[config.mk]
export PLATFORM = sky130hd
export DESIGN_NAME = motor_command_failsafe_idle_sequencer
export DESIGN_NICKNAME = d
export VERILOG_FILES = /design/src/sv/mcfis_pkg.sv /design/src/sv/mcfis_ctrl.sv /design/src/sv/mcfis_dp.sv /design/src/sv/motor_command_failsafe_idle_sequencer.sv
export SDC_FILE = /design/constraint.sdc
export NUM_CORES = 1
export LEC_CHECK = 0
export ABC_AREA = 1
export BUFFER_PORTS_ARGS = -buffer_cell sky130_fd_sc_hd__buf_4
export CAP_MARGIN = 20
export CORE_ASPECT_RATIO = 1.5
export CORE_MARGIN = 1
export CORE_UTILIZATION = 25
export DETAILED_ROUTE_END_ITERATION = 10
export HOLD_SLACK_MARGIN = 0.06
export PLACE_DENSITY = 0.38
export SETUP_SLACK_MARGIN = 0.02
export SLEW_MARGIN = 20
export SYNTH_ARGS = -nofsm -noshare
export SYNTH_HDL_FRONTEND = slang
export SYNTH_SLANG_ARGS = --single-unit
[constraint.sdc]
create_clock -name clk -period 8.04 [get_ports clk]
set_input_delay 2.412 -clock clk [delete_from_list [all_inputs] [get_ports clk]]
set_output_delay 2.412 -clock clk [all_outputs]
set_load 0.02 [all_outputs]
[src/sv/mcfis_pkg.sv]
`timescale 1ns / 1ps
// ----------------------------------------------------------------------------
// mcfis_pkg: shared types and constants
// Write kinds, register indexes, controller states and the command and
// status bundles between controller and datapath.
// ----------------------------------------------------------------------------
package mcfis_pkg;

    // result write kinds
    localparam logic [1:0] KIND_NONE    = 2'd0;
    localparam logic [1:0] KIND_SPEED   = 2'd1;
    localparam logic [1:0] KIND_NEUTRAL = 2'd2;

    // configuration register indexes
    localparam logic [2:0] REG_DRIVE_ENABLE   = 3'd0;
    localparam logic [2:0] REG_CMD_TIMEOUT    = 3'd1;
    localparam logic [2:0] REG_IDLE_ENABLE    = 3'd2;
    localparam logic [2:0] REG_IDLE_SPEED_PCT = 3'd3;
    localparam logic [2:0] REG_IDLE_PAUSE_MIN = 3'd4;
    localparam logic [2:0] REG_IDLE_PAUSE_MAX = 3'd5;
    localparam logic [2:0] REG_IDLE_MOVE_MS   = 3'd6;

    localparam int CFG_DATA_W = 16;
    localparam int SPEED_W    = 11;
    localparam int REM_W      = 18;   // pause range below 2^18 ms
    localparam int PAUSE_W    = 19;   // min part plus remainder
    localparam int DIV_CNT_W  = 5;    // 32 remainder steps

    localparam logic signed [SPEED_W-1:0] SPEED_FULL     = 11'sd1000;
    localparam logic        [6:0]         PCT_FULL       = 7'd100;
    localparam logic        [9:0]         MS_PER_S       = 10'd1000;
    localparam logic        [3:0]         PCT_TO_SPEED   = 4'd10;
    localparam logic        [15:0]        TIMEOUT_RESET  = 16'd500;
    localparam logic [DIV_CNT_W-1:0]      DIV_LAST_STEP  = 5'd31;

    typedef enum logic [3:0] {
        ST_IDLE  = 4'b0001,
        ST_DIV   = 4'b0010,
        ST_PAUSE = 4'b0100,
        ST_PUSH  = 4'b1000
    } mcfis_state_t;

    typedef struct packed {
        logic load;         // latch item, start remainder unit
        logic div_step;     // one restoring step
        logic pause_load;   // register the pause length
        logic commit;       // update state, load the result register
    } mcfis_cmd_t;

    typedef struct packed {
        logic div_last;     // current step is the final one
        logic out_free;     // result register empty or being taken
    } mcfis_sts_t;

endpackage

[src/sv/mcfis_ctrl.sv]
`timescale 1ns / 1ps
// ----------------------------------------------------------------------------
// mcfis_ctrl: item sequencer
// Steps an item through remainder, pause and commit phases.
// ----------------------------------------------------------------------------
module mcfis_ctrl (
    input  logic                clk,
    input  logic                rst_n,
    input  logic                in_valid,
    output logic                in_ready,
    input  mcfis_pkg::mcfis_sts_t sts,
    output mcfis_pkg::mcfis_cmd_t cmd
);

    mcfis_pkg::mcfis_state_t state_reg, state_next;

    always_ff @(posedge clk or negedge rst_n)
    begin
        if (!rst_n)
        begin
            state_reg <= mcfis_pkg::ST_IDLE;
        end
        else
        begin
            state_reg <= state_next;
        end
    end

    always_comb
    begin
        state_next = state_reg;
        case (state_reg)
            mcfis_pkg::ST_IDLE:
            begin
                if (in_valid)
                begin
                    state_next = mcfis_pkg::ST_DIV;
                end
            end
            mcfis_pkg::ST_DIV:
            begin
                if (sts.div_last)
                begin
                    state_next = mcfis_pkg::ST_PAUSE;
                end
            end
            mcfis_pkg::ST_PAUSE:
            begin
                state_next = mcfis_pkg::ST_PUSH;
            end
            mcfis_pkg::ST_PUSH:
            begin
                if (sts.out_free)
                begin
                    state_next = mcfis_pkg::ST_IDLE;
                end
            end
            default:
            begin
                state_next = mcfis_pkg::ST_IDLE;
            end
        endcase
    end

    assign in_ready       = (state_reg == mcfis_pkg::ST_IDLE);
    assign cmd.load       = in_ready && in_valid;
    assign cmd.div_step   = (state_reg == mcfis_pkg::ST_DIV);
    assign cmd.pause_load = (state_reg == mcfis_pkg::ST_PAUSE);
    assign cmd.commit     = (state_reg == mcfis_pkg::ST_PUSH) && sts.out_free;

endmodule

[src/sv/mcfis_dp.sv]
`timescale 1ns / 1ps
// ----------------------------------------------------------------------------
// mcfis_dp: datapath
// Config registers, item registers, bit-serial remainder unit, tick update
// logic, sequencer state and the result register.
// ----------------------------------------------------------------------------
module mcfis_dp (
    input  logic                clk,
    input  logic                rst_n,
    input  logic                cfg_we,
    input  logic [2:0]          cfg_index,
    input  logic [15:0]         cfg_data,
    input  logic [31:0]         now_ms,
    input  logic                sleep_mode,
    input  logic                emergency_stop,
    input  logic                sequence_active,
    input  logic                command_valid,
    input  logic signed [10:0]  command_speed,
    input  logic [31:0]         random_word,
    input  mcfis_pkg::mcfis_cmd_t cmd,
    output mcfis_pkg::mcfis_sts_t sts,
    output logic                out_valid,
    input  logic                out_ready,
    output logic [1:0]          write_kind,
    output logic signed [10:0]  drive_speed
);

    // configuration
    logic        drive_enable_reg;
    logic [15:0] timeout_reg;
    logic        idle_enable_reg;
    logic [6:0]  idle_pct_reg;
    logic [7:0]  pause_min_reg;
    logic [7:0]  pause_max_reg;
    logic [15:0] move_ms_reg;

    // item
    logic [31:0]        now_reg;
    logic               sleep_reg;
    logic               estop_reg;
    logic               seq_reg;
    logic               cmd_valid_reg;
    logic signed [10:0] cmd_speed_reg;
    logic               rnd_bit_reg;

    // remainder unit
    logic [31:0]                          dvd_reg;
    logic [mcfis_pkg::REM_W-1:0]          rem_reg, rem_next;
    logic [mcfis_pkg::DIV_CNT_W-1:0]      cnt_reg;
    logic [mcfis_pkg::PAUSE_W-1:0]        pause_reg;

    // sequencer state
    logic signed [10:0] speed_reg,   speed_next;
    logic [31:0]        lct_reg,     lct_next;
    logic               held_reg,    held_next;
    logic               sleeph_reg,  sleeph_next;
    logic               moving_reg,  moving_next;
    logic [31:0]        dl_reg,      dl_next;
    logic               was_act_reg, was_act_next;
    logic [1:0]         kind_next;

    // result register
    logic               out_valid_reg;
    logic [1:0]         kind_reg;
    logic signed [10:0] out_speed_reg;

    logic [mcfis_pkg::REM_W-1:0] range;
    logic [mcfis_pkg::REM_W:0]   trial;
    logic [mcfis_pkg::REM_W:0]   trial_sub;
    logic [mcfis_pkg::REM_W-1:0] min_ms;
    logic [mcfis_pkg::REM_W-1:0] rem_used;

    always_ff @(posedge clk or negedge rst_n)
    begin
        if (!rst_n)
        begin
            drive_enable_reg <= 1'b1;
            timeout_reg      <= mcfis_pkg::TIMEOUT_RESET;
            idle_enable_reg  <= 1'b0;
            idle_pct_reg     <= '0;
            pause_min_reg    <= '0;
            pause_max_reg    <= '0;
            move_ms_reg      <= '0;
        end
        else if (cfg_we)
        begin
            case (cfg_index)
                mcfis_pkg::REG_DRIVE_ENABLE:   drive_enable_reg <= cfg_data[0];
                mcfis_pkg::REG_CMD_TIMEOUT:    timeout_reg      <= cfg_data;
                mcfis_pkg::REG_IDLE_ENABLE:    idle_enable_reg  <= cfg_data[0];
                mcfis_pkg::REG_IDLE_SPEED_PCT: idle_pct_reg     <= cfg_data[6:0];
                mcfis_pkg::REG_IDLE_PAUSE_MIN: pause_min_reg    <= cfg_data[7:0];
                mcfis_pkg::REG_IDLE_PAUSE_MAX: pause_max_reg    <= cfg_data[7:0];
                mcfis_pkg::REG_IDLE_MOVE_MS:   move_ms_reg      <= cfg_data;
                default:
                begin
                end
            endcase
        end
    end

    // pause range in ms, zero when max does not exceed min
    assign range  = (pause_max_reg > pause_min_reg)
                  ? mcfis_pkg::REM_W'(pause_max_reg - pause_min_reg)
                    * mcfis_pkg::REM_W'(mcfis_pkg::MS_PER_S)
                  : '0;
    assign min_ms = mcfis_pkg::REM_W'(pause_min_reg) * mcfis_pkg::REM_W'(mcfis_pkg::MS_PER_S);

    // restoring remainder step, dividend MSB first
    assign trial     = {rem_reg, dvd_reg[31]};
    assign trial_sub = trial - {1'b0, range};
    assign rem_next  = (trial >= {1'b0, range}) ? trial_sub[mcfis_pkg::REM_W-1:0]
                                                 : trial[mcfis_pkg::REM_W-1:0];
    assign rem_used  = (range != '0) ? rem_reg : '0;

    always_ff @(posedge clk)
    begin
        if (cmd.load)
        begin
            now_reg       <= now_ms;
            sleep_reg     <= sleep_mode;
            estop_reg     <= emergency_stop;
            seq_reg       <= sequence_active;
            cmd_valid_reg <= command_valid;
            cmd_speed_reg <= command_speed;
            rnd_bit_reg   <= random_word[0];
            dvd_reg       <= random_word;
            rem_reg       <= '0;
        end
        else if (cmd.div_step)
        begin
            dvd_reg <= {dvd_reg[30:0], 1'b0};
            rem_reg <= rem_next;
        end
        if (cmd.pause_load)
        begin
            pause_reg <= mcfis_pkg::PAUSE_W'(min_ms) + mcfis_pkg::PAUSE_W'(rem_used);
        end
    end

    always_ff @(posedge clk or negedge rst_n)
    begin
        if (!rst_n)
        begin
            cnt_reg <= '0;
        end
        else if (cmd.load)
        begin
            cnt_reg <= '0;
        end
        else if (cmd.div_step)
        begin
            cnt_reg <= cnt_reg + 1'b1;
        end
    end

    assign sts.div_last = (cnt_reg == mcfis_pkg::DIV_LAST_STEP);
    assign sts.out_free = !out_valid_reg || out_ready;

    // tick update
    always_comb
    begin
        logic signed [10:0] cmd_sat;
        logic [6:0]         pct_lim;
        logic [10:0]        mag_u;
        logic signed [10:0] mag;
        logic [31:0]        elapsed;
        logic [31:0]        since_dl;
        logic [31:0]        dl_pause;
        logic [31:0]        dl_move;
        logic               manual;
        logic               reached;

        cmd_sat = cmd_speed_reg;
        if (cmd_speed_reg > mcfis_pkg::SPEED_FULL)
        begin
            cmd_sat = mcfis_pkg::SPEED_FULL;
        end
        else if (cmd_speed_reg < -mcfis_pkg::SPEED_FULL)
        begin
            cmd_sat = -mcfis_pkg::SPEED_FULL;
        end
        pct_lim  = (idle_pct_reg > mcfis_pkg::PCT_FULL) ? mcfis_pkg::PCT_FULL : idle_pct_reg;
        mag_u    = 11'(pct_lim) * 11'(mcfis_pkg::PCT_TO_SPEED);
        mag      = signed'(mag_u);
        dl_pause = now_reg + 32'(pause_reg);
        dl_move  = now_reg + 32'(move_ms_reg);
        manual   = 1'b0;
        elapsed  = '0;
        since_dl = '0;
        reached  = 1'b0;

        speed_next   = speed_reg;
        lct_next     = lct_reg;
        held_next    = held_reg;
        sleeph_next  = sleeph_reg;
        moving_next  = moving_reg;
        dl_next      = dl_reg;
        was_act_next = was_act_reg;
        kind_next    = mcfis_pkg::KIND_NONE;

        if (!drive_enable_reg)
        begin
            if (speed_reg != '0)
            begin
                speed_next = '0;
                kind_next  = mcfis_pkg::KIND_NEUTRAL;
            end
            held_next   = 1'b0;
            sleeph_next = 1'b0;
        end
        else if (sleep_reg)
        begin
            if (!sleeph_reg || speed_reg != '0)
            begin
                speed_next = '0;
                kind_next  = mcfis_pkg::KIND_NEUTRAL;
            end
            sleeph_next = 1'b1;
            held_next   = 1'b0;
        end
        else
        begin
            sleeph_next = 1'b0;
            if (estop_reg && speed_next != '0)
            begin
                speed_next = '0;
                kind_next  = mcfis_pkg::KIND_NEUTRAL;
            end
            if (!estop_reg && cmd_valid_reg)
            begin
                speed_next = cmd_sat;
                lct_next   = now_reg;
                held_next  = 1'b1;
                manual     = 1'b1;
                kind_next  = mcfis_pkg::KIND_SPEED;
            end
            elapsed = now_reg - lct_next;
            if (held_next && elapsed > 32'(timeout_reg))
            begin
                if (speed_next != '0)
                begin
                    speed_next = '0;
                    kind_next  = mcfis_pkg::KIND_NEUTRAL;
                end
                held_next = 1'b0;
            end

            since_dl = now_reg - dl_reg;
            reached  = !since_dl[31];
            if (idle_enable_reg && !estop_reg && !seq_reg)
            begin
                if (!was_act_reg)
                begin
                    moving_next  = 1'b0;
                    dl_next      = dl_pause;
                    was_act_next = 1'b1;
                end
                else if (manual)
                begin
                    moving_next = 1'b0;
                    dl_next     = dl_pause;
                end
                else if (!moving_reg && reached)
                begin
                    speed_next  = rnd_bit_reg ? mag : -mag;
                    lct_next    = now_reg;
                    held_next   = 1'b1;
                    moving_next = 1'b1;
                    dl_next     = dl_move;
                    kind_next   = mcfis_pkg::KIND_SPEED;
                end
                else if (moving_reg)
                begin
                    if (reached)
                    begin
                        speed_next  = '0;
                        held_next   = 1'b0;
                        moving_next = 1'b0;
                        dl_next     = dl_pause;
                        kind_next   = mcfis_pkg::KIND_NEUTRAL;
                    end
                    else
                    begin
                        lct_next = now_reg;
                    end
                end
            end
            else
            begin
                was_act_next = 1'b0;
                if (moving_reg)
                begin
                    speed_next  = '0;
                    held_next   = 1'b0;
                    dl_next     = now_reg;
                    moving_next = 1'b0;
                    kind_next   = mcfis_pkg::KIND_NEUTRAL;
                end
            end
        end
    end

    always_ff @(posedge clk or negedge rst_n)
    begin
        if (!rst_n)
        begin
            speed_reg   <= '0;
            lct_reg     <= '0;
            held_reg    <= 1'b0;
            sleeph_reg  <= 1'b0;
            moving_reg  <= 1'b0;
            dl_reg      <= '0;
            was_act_reg <= 1'b0;
        end
        else if (cmd.commit)
        begin
            speed_reg   <= speed_next;
            lct_reg     <= lct_next;
            held_reg    <= held_next;
            sleeph_reg  <= sleeph_next;
            moving_reg  <= moving_next;
            dl_reg      <= dl_next;
            was_act_reg <= was_act_next;
        end
    end

    always_ff @(posedge clk or negedge rst_n)
    begin
        if (!rst_n)
        begin
            out_valid_reg <= 1'b0;
        end
        else if (cmd.commit)
        begin
            out_valid_reg <= 1'b1;
        end
        else if (out_ready)
        begin
            out_valid_reg <= 1'b0;
        end
    end

    always_ff @(posedge clk)
    begin
        if (cmd.commit)
        begin
            kind_reg      <= kind_next;
            out_speed_reg <= speed_next;
        end
    end

    assign out_valid   = out_valid_reg;
    assign write_kind  = kind_reg;
    assign drive_speed = out_speed_reg;

endmodule

[src/sv/motor_command_failsafe_idle_sequencer.sv]
`timescale 1ns / 1ps
// ----------------------------------------------------------------------------
// motor_command_failsafe_idle_sequencer: motor speed failsafe and idle moves
// Per tick: applies disable, sleep, e-stop and command timeout rules, runs
// the random pause/move idle machine and reports the last speed write.
// ----------------------------------------------------------------------------
//
//  channel  | handshake            | payload
//  ---------+----------------------+----------------------------------------
//  in       | in_valid / in_ready  | now_ms, flags, command, random_word
//  out      | out_valid/ out_ready | write_kind, drive_speed
//  cfg      | cfg_we               | cfg_index, cfg_data (no wait)
//
//  An item passes from acceptance to commit through a load, 32 steps of
//  the bit-serial remainder unit (random word mod pause range), a pause
//  add and a commit.
//  in_ready is high only in the idle state; the next item may be accepted
//  while the previous result still waits in the output register.
//  Commit waits while the output register is full and not being taken.
//  Reset clears state and control and loads the register defaults.
//
module motor_command_failsafe_idle_sequencer (
    input  logic               clk,
    input  logic               rst_n,
    input  logic               cfg_we,
    input  logic [2:0]         cfg_index,
    input  logic [15:0]        cfg_data,
    input  logic               in_valid,
    output logic               in_ready,
    input  logic [31:0]        now_ms,
    input  logic               sleep_mode,
    input  logic               emergency_stop,
    input  logic               sequence_active,
    input  logic               command_valid,
    input  logic signed [10:0] command_speed,
    input  logic [31:0]        random_word,
    output logic               out_valid,
    input  logic               out_ready,
    output logic [1:0]         write_kind,
    output logic signed [10:0] drive_speed
);

    mcfis_pkg::mcfis_cmd_t cmd;
    mcfis_pkg::mcfis_sts_t sts;

    // sequencer: idle -> remainder steps -> pause add -> commit
    mcfis_ctrl u_ctrl (
        .clk      (clk),
        .rst_n    (rst_n),
        .in_valid (in_valid),
        .in_ready (in_ready),
        .sts      (sts),
        .cmd      (cmd)
    );

    // datapath: registers, remainder unit, tick rules, result register
    mcfis_dp u_dp (
        .clk             (clk),
        .rst_n           (rst_n),
        .cfg_we          (cfg_we),
        .cfg_index       (cfg_index),
        .cfg_data        (cfg_data),
        .now_ms          (now_ms),
        .sleep_mode      (sleep_mode),
        .emergency_stop  (emergency_stop),
        .sequence_active (sequence_active),
        .command_valid   (command_valid),
        .command_speed   (command_speed),
        .random_word     (random_word),
        .cmd             (cmd),
        .sts             (sts),
        .out_valid       (out_valid),
        .out_ready       (out_ready),
        .write_kind      (write_kind),
        .drive_speed     (drive_speed)
    );

endmodule

Word-level counts from Yosys, hierarchy flattened:

Cells that the tools add are included.

* bits in registers: 276
* output and inout bits: 15

* add/subtract/negate cells: 9
* muxes and demuxes: 90
* bitwise logic cells: 1
* reduce and logical (&&, ||, !) cells: 33
* equal/unequal tests: 16
* multipliers: 3
* magnitude comparators: 6

Operators by type and width (count)
* $mux 32: 18
* $mux 11: 20
* $sub 32x32->32: 2
* $mux 18: 3
* $add 32x16->32: 1
* $add 32x19->32: 1
* $gt 32x16->1: 1
* $mux 2: 15
* $mux 1: 27
* $reduce_bool 11->1: 2
* $add 18x18->19: 1
* $ge 19x18->1: 1
* $mul 18x7->15 const B: 1
* $reduce_bool 18->1: 1
* $sub 18x18->18: 1
* $pmux 4 s4: 1
* $mul 8x7->15 const B: 1
* $reduce_and 2->1: 7
* $mux 4: 3
* $gt 11x11->1 const B: 1
* $lt 11x11->1 const B: 1
* $neg 11->11: 1
* $mul 7x3->10 const B: 1
* $mux 5: 2
* other kinds (25): 45

Logic depth before layout (Yosys ltp):

* depth in word-level cells: 17
* mapped depth: 49
* mapped depth without buffers: 49

Cells and area by module:

From an unflattened synthesis, not the netlist that was laid out.

* cells, all modules: 3105
* area, all modules: 23042.1 um^2

Modules (own cells, without submodules)
* mcfis_dp: times used 1, sequential area each 7285.7 um^2, cells each 3070, area each 22795.6 um^2
* mcfis_ctrl: times used 1, sequential area each 101.3 um^2, cells each 35, area each 246.5 um^2

Worst setup path after synthesis:

Ideal clock, no wire load.

* kind: register -> register
* start: reg u_dp.pause_min_reg[1]
* end: reg u_dp.pause_reg[17] (netlist name) (data pin)
* cell stages (with the launch flop): 40
* slack: 0.421 ns
* arrival time: 7.362 ns
* path buffers: 0
* period minus slack after synthesis: 7.619 ns
* data required time: 7.782 ns
* path through: dfrtp_1 > inv_1 > fa_1 > a221o_1 > xor2_1 > xnor2_1 > inv_1 > ha_1 > inv_1 > fa_1 > fa_1 > inv_1 > fa_1 > ha_1 > a21oi_1 > o21a_1 > nand2_1 > nand2_1 > [4 not listed] > nand2_1 > a21oi_1 > xor2_1 > inv_1 > nand2_2 > a21oi_1 > ha_1 > inv_1 > fa_1 > nand3b_1 > and2_1 > o221ai_1 > a31oi_1 > o21ai_0 > a21oi_1 > nor2_1 > nor2_1 > xnor2_1

* word-level cells in the longest chain between the ends: 6

Ends and longest elaborated chain
* from (decl): line mcfis_dp.sv:33 `logic [7:0] pause_min_reg;`
* from (signal assigned): line mcfis_dp.sv:92 `mcfis_pkg::REG_IDLE_PAUSE_MIN: pause_min_reg <= cfg_data[7:0];`
* $sub 8x8->9: line mcfis_dp.sv:104 `? mcfis_pkg::REM_W'(pause_max_reg - pause_min_reg)`
* $mul 18x7->15: line mcfis_dp.sv:105 `* mcfis_pkg::REM_W'(mcfis_pkg::MS_PER_S)`
* $mux 18: line mcfis_dp.sv:104
* $reduce_bool 18->1: line mcfis_dp.sv:114 `assign rem_used = (range != '0) ? rem_reg : '0;`
* $mux 18: line mcfis_dp.sv:114
* $add 18x18->19 *: line mcfis_dp.sv:137 `pause_reg <= mcfis_pkg::PAUSE_W'(min_ms) + mcfis_pkg::PAUSE_W'(rem_used);`
* to (signal assigned): line mcfis_dp.sv:137
* to (decl): line mcfis_dp.sv:50 `logic [mcfis_pkg::PAUSE_W-1:0] pause_reg;`

Every way passes the cells marked *; elsewhere a longest branch is shown, timed or not.
A chain may end at the register's enable or synchronous reset.

Worst setup path in the final report:

* start: reg u_dp.pause_max_reg[0]
* end: reg u_dp.pause_reg[16] (netlist name) (data pin)

* word-level cells in the longest chain between the ends: 6

Ends and longest elaborated chain
* from (decl): line mcfis_dp.sv:34 `logic [7:0] pause_max_reg;`
* from (signal assigned): line mcfis_dp.sv:93 `mcfis_pkg::REG_IDLE_PAUSE_MAX: pause_max_reg <= cfg_data[7:0];`
* $sub 8x8->9: line mcfis_dp.sv:104
* $mul 18x7->15: line mcfis_dp.sv:105
* $mux 18 *: line mcfis_dp.sv:104
* $reduce_bool 18->1 *: line mcfis_dp.sv:114
* $mux 18 *: line mcfis_dp.sv:114
* $add 18x18->19 *: line mcfis_dp.sv:137

Marks and branches as above.

==> metrics.md <==
| Metric | Value |
|---|---|
| Reg2Reg Launch Point | u_dp.pause_max_reg[0]$_DFFE_PN0P_ |
| Worst Reg-to-Reg Cells | 43 |
| Final core occ | between 20 and 30% |
| Worst-Skew Late Latency | ~0.57 ns |
| Hold WS | 0.483 ns |
| Total Routing Usage GR | 17.2% |
| Reg clk slew, reported paths | around 0.060 ns |
| Predominant post-synthesis flop cell | dfrtp_1 |
| Crit. End Element | register |
| Hold Path Class | register to register |
| Final worst path period share | approximately 94% |
| Yosys cell types | between 60 and 70 |
| Hold Path End | u_dp.sleeph_reg$_DFFE_PN0P_ |
| Cell family with most CP delay | adder cells |
| Critical Path AT | 7.84 ns |
| Clk buf depth | 3 |
| Number of synthesized register bits | roughly 280 |
| Relative slew margins | approximately a third |
| RSZ-0062 raised after global routing | no |
| Seq/Total Area, Yosys | 31.8% |
| Initial Util | between 20 and 30% |
| Vias per cell | 4.60 |
| Clk root buf | clkbuf_16 |
| Syn Area/Cell | ~7.5 um^2 |
| Core area | ~0.092 mm^2 |
| Initial antenna violation count | 5 |
| Gr ovfl total | 0 |
| Largest stage delay, worst path | roughly 0.54 ns |
| Final hold vios | 0 |
| Horiz. Die Dim | ~250 um |
| Min cycle time layout | 7.52 ns |
| I/O Buffers | 117 |
| DR WL/cell | approximately 18 um |
| Fmax | between 100 and 150 MHz |
| Worst Hold Launch | u_dp.sleeph_reg$_DFFE_PN0P_ |
| Area Overhead vs Synth | 17.0% |
| Endpoints failing setup | 0 |
| Total of max-cap violations | 0 |
| Top Ports | roughly 120 |
| Post-layout nets | about 3600 |
| Number of synthesized flops with an enable pin | 112 |
| CTS tree | done |
| H-tree depth | 2 |
| Routed Antenna Nets | 0 |
| Post-DP HPWL | between 60 and 70 mm |
| Worst clock skew | about 0.017 ns |
| Data required, critical path | 8.36 ns |
| Worst-margin pin slew | around 0.99 ns |
| CTS buffer count | 36 |
| Global-route wire length before repair | 124 mm |
| Mapped Nets | approximately 3500 |
| Vias post-DR | slightly above 20000 |
| Bufs and invs on worst path | 6 |
| CTS Sinks | around 280 |
| DRC violation total after the first TritonRoute iteration | approximately 900 |
| Syn. warnings | 0 |
| Critical-path top delay cell | fa_1 |
| Gpl congestion | a little over 0.8 |
| Mapped cell area | roughly 0.023 mm^2 |
| Fraction of layout cells with a size suffix above 1 | approximately 11% |
| Type of origin of the critical path | register |
| Post-Syn Instances | between 3000 and 4000 |
| # diodes | 0 |
| Crit. Startpoint | u_dp.pause_max_reg[0]$_DFFE_PN0P_ |
| DRT Wirelength | approximately 80 mm |
| CP max FO | 5 |
| Pin count of the biggest net entering global routing | between 100 and 150 |
| Vias in the first global route | 21200 |
| Die height | between 300 and 400 um |
| First-pass detailed-route iteration total | 6 |
| Hold Crit Depth | 2 |
| Final Slew Violations | 0 |
| Setup_tns | 0 ns |
| Drt drc | 0 |
| RR Endpoint | u_dp.pause_reg[16]$_DFFE_PP_ |
| Reg2reg setup slack | approximately 0.52 ns |
| Die area | ~0.094 mm^2 |
| Crit Path Category | register to register |
| Post-synth ARST share | 52.9% |
| Status | finished, final reports clean |
| Floorplan row count | between 100 and 150 |
-- area by class of cell --
type | count | area [um^2]
fillers | 10200 | 64700
multi-input cells | 2258 | 13900
flip-flops and latches | 276 | 7390
inverters | 504 | 1890
well taps | 1173 | 1470
repair buffers | 168 | 1300
clock buffers | 45 | 1020
clock inverters | 21 | 236
-- synth_stat cells, drive strengths merged, types with 3 or more instances --
master / number / area [um^2]
a211oi: 4 / 30.0
a21boi: 5 / 37.5
a21o: 6 / 45.0
a21oi: 247 / 1260
a22o: 7 / 61.3
a31oi: 7 / 43.8
and2: 4 / 25.0
buf: 22 / 136
clkbuf: 58 / 218
clkinv: 3 / 11.3
dfrtp: 138 / 3450
dfstp: 8 / 210
dfxtp: 18 / 360
edfxtp: 112 / 3360
fa: 52 / 1040
ha: 232 / 2900
inv: 501 / 1880
nand2: 801 / 3070
nand3: 150 / 791
nand3b: 14 / 105
nand4: 31 / 194
nor2: 180 / 746
nor3: 28 / 140
nor4: 5 / 37.5
o211ai: 33 / 248
o21a: 4 / 30.0
o21ai: 287 / 1440
o21bai: 12 / 105
o221ai: 8 / 70.1
o22ai: 11 / 68.8
o31ai: 5 / 37.5
o41ai: 6 / 60.1
or2: 12 / 75.1
xnor2: 25 / 219
xor2: 71 / 622
-- worst max-delay path by stage --
stage                                         endpoint  cells past startpoint  slack [ns]
after floorplan           u_dp.pause_reg[17]$_DFFE_PP_                     39        0.42
after global placement    u_dp.pause_reg[17]$_DFFE_PP_                     41        0.13
after detailed placement  u_dp.pause_reg[16]$_DFFE_PP_                     41        0.12
after CTS                 u_dp.pause_reg[16]$_DFFE_PP_                     41        0.11
after global routing      u_dp.pause_reg[16]$_DFFE_PP_                     45       0.008
final                     u_dp.pause_reg[16]$_DFFE_PP_                     43        0.52
-- cells by family after synthesis --
group	Yosys count	share of synthesized area, %
buffers and inverters	584	9.67
DFF	276	31.8
muxes	2	0.0862
AOI/OAI and AO/OA	648	15.4
adders and majority gates	284	17.0
xor gates and xnor gates	96	3.62
and+or+nand+nor	1228	22.4
-- tightest hold or removal path: stages (launching register included) --
cell and delay (ns):
dfrtp_1 0.34, nand2_1 0.05, nand2_1 0.06
-- metal layers --
metal / global-route usage (%) / part of all wire [%] / vias up
met5: 0 / 0.088 / -
met4: 5.94 / 3.4 / 10
met3: 2.04 / 2.6 / 108
met1: 17.8 / 38 / 9553
met2: 34.7 / 56 / 266
li1: - / - / 10500
-- through the flow --
stage	cells	setup WS, ns	cell area, um^2
final	4445	0.522	27200
after global routing	4445	0.00784	27200
after CTS	4433	0.105	26800
after detailed placement	4367	0.119	25600
after global placement	4367	0.130	25600
after floorplan	3118	0.421	23200
-- repair_timing --
item                       in CTS  in global routing
gates resized for setup         0                 54
setup endpoints to repair       0                  6
hold buffers                    0                  0
setup buffers                   0                 12
-- cells in the final DEF (no fill, tap or decap), drive strengths merged, types with 2 or more instances in the layout --
| cell type | n |
|---|---|
| nor4 | 5 |
| mux2i | 2 |
| clkinvlp | 3 |
| o22ai | 11 |
| dfxtp | 18 |
| nand4 | 31 |
| nor3 | 28 |
| a21oi | 247 |
| o211ai | 33 |
| nand3 | 150 |
| o21a | 4 |
| a21o | 6 |
| o41ai | 6 |
| buf | 168 |
| o31ai | 5 |
| clkinv | 12 |
| nor2 | 180 |
| nand2 | 801 |
| o21bai | 12 |
| edfxtp | 112 |
| a31oi | 7 |
| dfrtp | 138 |
| a21boi | 5 |
| xor2 | 71 |
| nand3b | 14 |
| or2 | 12 |
| dfstp | 8 |
| a22oi | 2 |
| and3 | 2 |
| a211oi | 4 |
| fa | 52 |
| bufinv | 4 |
| ha | 232 |
| o21ai | 287 |
| inv | 506 |
| and2 | 4 |
| o221ai | 8 |
| a22o | 7 |
| xnor2 | 25 |
| clkbuf | 45 |
Power is left out: the tool's default activity adds up to more than one toggle a clock period on the data nets, which glitch-free logic cannot reach.
